**config.mk**
```make
export PLATFORM = sky130hd
export DESIGN_NAME = msae_alu
export DESIGN_NICKNAME = d
export VERILOG_FILES = /design/src/rtl/msae_pkg.sv /design/src/rtl/msae_alu.sv
export SDC_FILE = /design/constraint.sdc
export NUM_CORES = 2
export LEC_CHECK = 0
export ABC_AREA = 1
export ABC_CLOCK_PERIOD_IN_PS = 15900
export BUFFER_PORTS_ARGS = -buffer_cell sky130_fd_sc_hd__buf_2
export CAP_MARGIN = 5
export CELL_PAD_IN_SITES_DETAIL_PLACEMENT = 0
export CELL_PAD_IN_SITES_GLOBAL_PLACEMENT = 1
export CORE_ASPECT_RATIO = 1.2
export CORE_MARGIN = 2
export CORE_UTILIZATION = 46
export DETAILED_ROUTE_END_ITERATION = 7
export PLACE_DENSITY_LB_ADDON = 0.1
export SLEW_MARGIN = 20
export SYNTH_ARGS = -nofsm -noshare
export SYNTH_HDL_FRONTEND = slang
export SYNTH_SLANG_ARGS = --single-unit
```
**constraint.sdc**
```tcl
create_clock -name vclk -period 15.9
set_clock_uncertainty 0.15 [all_clocks]
set_input_delay 3.975 -clock vclk [all_inputs]
set_output_delay 3.975 -clock vclk [all_outputs]
set_load 0.005 [all_outputs]
```
**src/rtl/msae_pkg.sv**
```systemverilog
`timescale 1ns / 1ps
// ----------------------------------------------------------------------------
// msae_pkg
// Shared types and decode constants for the integer execute block.
// ----------------------------------------------------------------------------
package msae_pkg;

   localparam int unsigned DATA_W = 32;
   localparam int unsigned IDX_FIELD_W = 5;

   // operation select
   localparam logic OPER_EXEC = 1'b0;
   localparam logic OPER_LOAD = 1'b1;

   // primary opcodes, instruction bits 30..26
   localparam logic [4:0] OPC_SPECIAL = 5'd0;
   localparam logic [4:0] OPC_ADDI    = 5'd8;
   localparam logic [4:0] OPC_MUL     = 5'd28;

   // function codes under the special opcode
   localparam logic [5:0] FN_SLL  = 6'd0;
   localparam logic [5:0] FN_SRL  = 6'd2;
   localparam logic [5:0] FN_MOVZ = 6'd10;
   localparam logic [5:0] FN_ADD  = 6'd32;
   localparam logic [5:0] FN_SUB  = 6'd34;
   localparam logic [5:0] FN_OR   = 6'd36;
   localparam logic [5:0] FN_AND  = 6'd37;

   typedef struct packed {
      logic [IDX_FIELD_W-1:0] dest;
      logic [DATA_W-1:0]      value;
      logic                   write_req;
      logic                   unknown;
   } alu_result_type;

endpackage

```
**src/rtl/msae_alu.sv**
```systemverilog
`timescale 1ns / 1ps
// ----------------------------------------------------------------------------
// msae_alu
// Instruction decode and arithmetic for one item, from resolved operands.
// ----------------------------------------------------------------------------
module msae_alu (
   input  logic                                     operation,
   input  logic [31:0]                              instruction,
   input  logic [msae_pkg::IDX_FIELD_W-1:0]         load_index,
   input  logic [msae_pkg::DATA_W-1:0]              load_data,
   input  logic [msae_pkg::DATA_W-1:0]              opnd_s,
   input  logic [msae_pkg::DATA_W-1:0]              opnd_t,
   input  logic [msae_pkg::DATA_W-1:0]              opnd_d,
   output msae_pkg::alu_result_type                 result
);
   import msae_pkg::*;

   logic [4:0]        opc;
   logic [4:0]        rt;
   logic [4:0]        rd;
   logic [4:0]        sa;
   logic [5:0]        fn;
   logic [DATA_W-1:0] imm_ext;
   logic [DATA_W-1:0] product;
   logic              known;

   assign opc     = instruction[30:26];
   assign rt      = instruction[20:16];
   assign rd      = instruction[15:11];
   assign sa      = instruction[10:6];
   assign fn      = instruction[5:0];
   assign imm_ext = {{16{instruction[15]}}, instruction[15:0]};
   assign product = opnd_s * opnd_t;

   always_comb begin
      result = '0;
      known  = 1'b1;
      if (operation == OPER_LOAD) begin
         result.dest      = load_index;
         result.value     = load_data;
         result.write_req = 1'b1;
      end else begin
         unique case (opc)
            OPC_SPECIAL: begin
               result.dest = rd;
               unique case (fn)
                  FN_ADD:  result.value = opnd_s + opnd_t;
                  FN_SUB:  result.value = opnd_s - opnd_t;
                  FN_SLL:  result.value = opnd_t << sa;
                  FN_SRL:  result.value = opnd_t >> sa;
                  FN_AND:  result.value = opnd_s & opnd_t;
                  FN_OR:   result.value = opnd_s | opnd_t;
                  FN_MOVZ: result.value = (opnd_t == '0) ? opnd_s : opnd_d;
                  default: known = 1'b0;
               endcase
            end
            OPC_ADDI: begin
               result.dest  = rt;
               result.value = opnd_s + imm_ext;
            end
            OPC_MUL: begin
               result.dest  = rd;
               result.value = product;
            end
            default: known = 1'b0;
         endcase
         if (known) begin
            result.write_req = 1'b1;
         end else begin
            result.dest    = '0;
            result.value   = '0;
            result.unknown = 1'b1;
         end
      end
   end

endmodule

```
# After elaboration in Yosys (flattened, before gate mapping)
# Index checks and enable logic that the tools add are counted.
# word_totals
in_bits,166
out_inout_bits,39
reg_bits,0
# op_classes
n_mul,1
reduce_logical,5
n_addsub,3
shifts,2
bitwise,2
n_eq_ne,8
n_mux,11
# op_table
operator,count
32-bit one-hot mux with 7 select lines,1
37-bit one-hot mux with 3 select lines,1
32-bit adder,2
38-bit 2-to-1 mux,1
37-bit 2-to-1 mux,1
32-bit AND,1
32-bit zero test,1
32-bit by 32-bit multiplier with 32-bit output,1
32-bit 2-to-1 mux,1
32-bit bitwise OR,1
32-bit by 5-bit << shifter with 32-bit output,1
32-bit by 5-bit right shift with 32-bit output,1
32-bit subtractor,1
"6-bit equality test, second input constant",4
7-bit OR reduction,1
"6-bit by 2-bit equality test with 1-bit output, second input constant",1
"6-bit by 4-bit equality test with 1-bit output, second input constant",1
6-bit zero test,1
"5-bit by 4-bit equality test with 1-bit output, second input constant",1
"5-bit equality test, second input constant",1
5-bit zero test,1
1-bit 2-to-1 mux,5
1-bit one-hot mux with 2 select lines,1
2-bit OR reduction,1

# Longest topological paths before layout
# depth
ltp_word,7
mapped_depth,36

# Least setup slack after synthesis
# Ideal clock, no wire load.
# synth_timing
path_type,input to output
start,input opnd_t[5] (netlist name)
end,output result[29] (netlist name)
t_required_ns,11.775
stages,32
slack_ns,1.388
arrival_ns,10.387
path_cell_list,buf_2 clkbuf_1 buf_1 nand2_1 inv_1 fa_1 fa_1 fa_1 inv_1 fa_1 inv_1 fa_1 inv_1 fa_1 inv_1 fa_1 fa_1 ha_1 nand2_1 nor2_1 and3_1 nand4_1 nand3_1 a21oi_1 o21ai_0 nand2_1 nand2_1 nor2_1 nor2_1 nand2_1 nand2_1 nand2_1
# synth_lines
element,line_no,source
start: declaration,msae_alu.sv:12,"input logic [msae_pkg::DATA_W-1:0] opnd_t,"
end: declaration,msae_alu.sv:14,output msae_pkg::alu_result_type result

==> load_flow_metrics.sql <==
INSERT INTO impl_metrics (metric_group, metric, value, unit) VALUES
('outcome', 'run_status', 'complete, no violations', ''),
('finish', 'final.clkbuf_count', '0', ''),
('yosys', 'synthDominantAreaCellType', 'sky130_fd_sc_hd__fa_1', ''),
('yosys', 'synthXorXnorAreaFrac', '1.81', '%'),
('floorplanning', 'fp.coreArea', '57200', 'um^2'),
('finish', 'final_common_cell', 'sky130_fd_sc_hd__nand2_1', ''),
('critical_path', 'startpoint_to_endpoint_class_of_the_critical_path', 'primary input to primary output', ''),
('yosys', 'syn_area_per_cell', '6.24', 'um^2'),
('floorplanning', 'dieArea', '59900', 'um^2'),
('finish', 'finish.net_count', '5095', ''),
('cts', 'cts_hold_buf', '0', ''),
('timing', 'fin_tns_setup', '0', 'ns'),
('cts', 'cts-resized-gates', '0', ''),
('yosys', 'yosys.cell_types.count', '61', ''),
('floorplanning', 'starting_density_of_the_core', '46.6', '%'),
('global_routing', 'first_pass_grt_wire_length', '165000', 'um'),
('finish', 'multi_input_gate_area_in_the_final_layout', '22200', 'um^2'),
('global_routing', 'grt_max_degree', '67', ''),
('critical_path', 'setup.worst_path.start_class', 'primary input', ''),
('min_path', 'timing.hold.worst.class', 'primary input to primary output', ''),
('finish', 'drive_gt1_share', '7.67', '%'),
('yosys', 'synth_compound_gate_area_share', '14.8', '%'),
('floorplanning', 'fp.dieH', '268', 'um'),
('global_routing', 'grt.total_usage', '36.8', '%'),
('yosys', 'syn_inst', '4267', ''),
('detailed_routing', 'detail_route.vias_per_cell', '5.48', ''),
('detailed_routing', 'wirelength', '110000', 'um'),
('yosys', 'seq_area_frac_synth', '0', '%'),
('yosys', 'synth_area_leaders', 'sky130_fd_sc_hd__fa_1 (31%), sky130_fd_sc_hd__nand2_1 (18%), sky130_fd_sc_hd__inv_1 (13%)', ''),
('critical_path', 'crit_path_dat', '11.36', 'ns'),
('yosys', 'synth_fp_nets', '5031', ''),
('global_routing', 'grt_pass1_vias', '27300', ''),
('yosys', 'yosys_top_cell_area_share', '30.8', '%'),
('critical_path', 'crit_path_max_fanout', '22', ''),
('cts', 'postCtsSetupBuffers', '0', ''),
('floorplanning', 'fp-row-count', '96', ''),
('timing', 'hold_viol_final', '0', ''),
('yosys', 'post_synthesis_cell_area', '26600', 'um^2'),
('place', 'gp_routability_congestion', '1.06', ''),
('detailed_routing', 'detailedRoute.firstIterationViolations', '2268', ''),
('finish', 'area_growth', '6.13', '%'),
('critical_path', 'critical_path_required', '11.78', 'ns'),
('timing', 'min_period_over_period', '97.4', '%'),
('detailed_routing', 'num_vias', '27800', ''),
('finish', 'seq_area', '0', 'um^2'),
('place', 'detailedPlacementHpwl', '91200', 'um'),
('timing', 'report.final.slew_viol_count', '0', ''),
('place', 'port_buffers', '199', ''),
('timing', 'relSlewSlack', '30.3', '%'),
('timing', 'max_freq', '64.6', 'MHz'),
('timing', 'setup-violations-final', '0', ''),
('finish', 'fill_cells', '6363', ''),
('timing', 'rsz0062_at_grt', 'no', ''),
('detailed_routing', 'drc_errors', '0', ''),
('yosys', 'synthSimpleGateAreaFrac', '26.6', '%'),
('yosys', 'synth_top_family_by_area', 'adder cells', ''),
('yosys', 'synth.area.mux_share', '0.526', '%'),
('critical_path', 'setup.worst_path.end_class', 'primary output', ''),
('yosys', 'synthesis.yosys.warnings', '0', ''),
('yosys', 'post_synthesis_share_of_cell_area_spent_on_full_adders_half_adders_and_majority_gates', '39.6', '%'),
('global_routing', 'overflow', '0', ''),
('detailed_routing', 'drtPass1Iterations', '6', ''),
('detailed_routing', 'detail-route-antenna-nets', '0', ''),
('floorplanning', 'count_of_boundary_i_o_pins', '205', ''),
('floorplanning', 'die_width', '224', 'um'),
('global_routing', 'number_of_antenna_violations_at_the_first_check_in_global_routing', '7', ''),
('flow_run', 'cap_violations', '0', ''),
('finish', 'layout.cells.most_common_list', 'sky130_fd_sc_hd__nand2_1 (1260), sky130_fd_sc_hd__inv_1 (941), sky130_fd_sc_hd__fa_1 (410)', ''),
('timing', 'timing.final.crit_period', '15.49', 'ns'),
('detailed_routing', 'routedWlPerCell', '21.7', 'um'),
('timing', 'worst_slew_pin_slew', '1.04', 'ns'),
('finish', 'layout.sequential_cells', '0', '');
logic make-up (layout without fill, tap and decap cells):
family | count (synthesis) | in the layout
other cells | 0 | 7
compound gates | 697 | 697
fa+ha+maj | 598 | 598
mux | 14 | 14
buf+inv | 1157 | 1219
xor+xnor | 55 | 55
simple gates | 1746 | 1746
per-stage QoR:
stage                     setup slack [ns]  util, %  instances  hold slack [ns]  area, um^2
final                                0.414     49.5       5071             8.06       28300
after global routing                0.0130     49.4       5065             8.09       28300
after CTS                            0.442     49.4       5064             8.06       28300
after detailed placement             0.476     49.4       5064             8.06       28300
after global placement               0.518     49.4       5064             8.06       28300
after floorplan                       1.39        -       4267             7.90       26600
cell usage after synthesis (2+ instances only):
cell type / number
sky130_fd_sc_hd__a211oi_1: 10
sky130_fd_sc_hd__a21boi_0: 7
sky130_fd_sc_hd__a21o_1: 24
sky130_fd_sc_hd__a21oi_1: 213
sky130_fd_sc_hd__a21oi_2: 17
sky130_fd_sc_hd__a221oi_1: 6
sky130_fd_sc_hd__a22oi_1: 5
sky130_fd_sc_hd__a31oi_1: 5
sky130_fd_sc_hd__and2_1: 3
sky130_fd_sc_hd__and3_1: 6
sky130_fd_sc_hd__buf_1: 50
sky130_fd_sc_hd__buf_2: 38
sky130_fd_sc_hd__buf_4: 2
sky130_fd_sc_hd__buf_6: 5
sky130_fd_sc_hd__clkbuf_1: 117
sky130_fd_sc_hd__fa_1: 410
sky130_fd_sc_hd__ha_1: 188
sky130_fd_sc_hd__inv_1: 941
sky130_fd_sc_hd__inv_2: 3
sky130_fd_sc_hd__mux2i_1: 14
sky130_fd_sc_hd__nand2_1: 1260
sky130_fd_sc_hd__nand3_1: 161
sky130_fd_sc_hd__nand3b_1: 12
sky130_fd_sc_hd__nand4_1: 21
sky130_fd_sc_hd__nor2_1: 210
sky130_fd_sc_hd__nor2_2: 3
sky130_fd_sc_hd__nor3_1: 28
sky130_fd_sc_hd__nor3_2: 4
sky130_fd_sc_hd__nor3_4: 2
sky130_fd_sc_hd__nor3b_1: 4
sky130_fd_sc_hd__nor4_1: 4
sky130_fd_sc_hd__o2111ai_1: 4
sky130_fd_sc_hd__o211a_1: 3
sky130_fd_sc_hd__o211ai_1: 23
sky130_fd_sc_hd__o21a_1: 10
sky130_fd_sc_hd__o21ai_0: 292
sky130_fd_sc_hd__o21ai_1: 33
sky130_fd_sc_hd__o21bai_1: 12
sky130_fd_sc_hd__o221ai_1: 8
sky130_fd_sc_hd__o22ai_1: 13
sky130_fd_sc_hd__o31ai_1: 4
sky130_fd_sc_hd__or2_1: 4
sky130_fd_sc_hd__or2_2: 17
sky130_fd_sc_hd__xnor2_1: 12
sky130_fd_sc_hd__xor2_1: 43
metal layers:
layer	vias to the layer above	part of all wire [%]	wire [um]	track usage, %
li1	13100	-	-	-
met1	13300	39	42900	44.8
met2	1070	47	52300	63.4
met3	312	6.3	6970	3.78
met4	0	7.3	8050	21.3
met5	-	0	0	0
worst max-delay path, cell delays in order:
cell,delay [ns]
sky130_fd_sc_hd__buf_2,0.60
sky130_fd_sc_hd__nand2_1,0.10
sky130_fd_sc_hd__inv_1,0.11
sky130_fd_sc_hd__fa_1,0.44
sky130_fd_sc_hd__fa_1,0.49
sky130_fd_sc_hd__fa_1,0.51
sky130_fd_sc_hd__inv_1,0.05
sky130_fd_sc_hd__fa_1,0.47
sky130_fd_sc_hd__inv_1,0.05
sky130_fd_sc_hd__fa_1,0.49
sky130_fd_sc_hd__inv_1,0.05
sky130_fd_sc_hd__fa_1,0.53
sky130_fd_sc_hd__inv_1,0.06
sky130_fd_sc_hd__fa_1,0.51
sky130_fd_sc_hd__fa_1,0.44
sky130_fd_sc_hd__ha_1,0.39
sky130_fd_sc_hd__nand4_1,0.13
sky130_fd_sc_hd__nor3_1,0.41
sky130_fd_sc_hd__nand4_1,0.17
sky130_fd_sc_hd__nand3_1,0.22
sky130_fd_sc_hd__a21o_1,0.18
sky130_fd_sc_hd__nand2_1,0.08
sky130_fd_sc_hd__nand3_1,0.07
sky130_fd_sc_hd__nand3_1,0.27
sky130_fd_sc_hd__nand2_1,0.16
sky130_fd_sc_hd__nor2_1,0.05
sky130_fd_sc_hd__a21oi_1,0.17
sky130_fd_sc_hd__buf_2,0.13
final cells by class:
type               instances  share of cell area [%]
inverters                945                    12.5
diodes                     7                  0.0620
repair buffers           274                    5.56
multi-input cells       3110                    78.6
well taps                735                    3.25
worst paths after layout:
path / from / endpoint / slack (ns) / cells after the start
hold / removal: load_data[27] / result[29] / 8.06 / 4
setup / recovery: opnd_t[6] / result[28] / 0.41 / 28
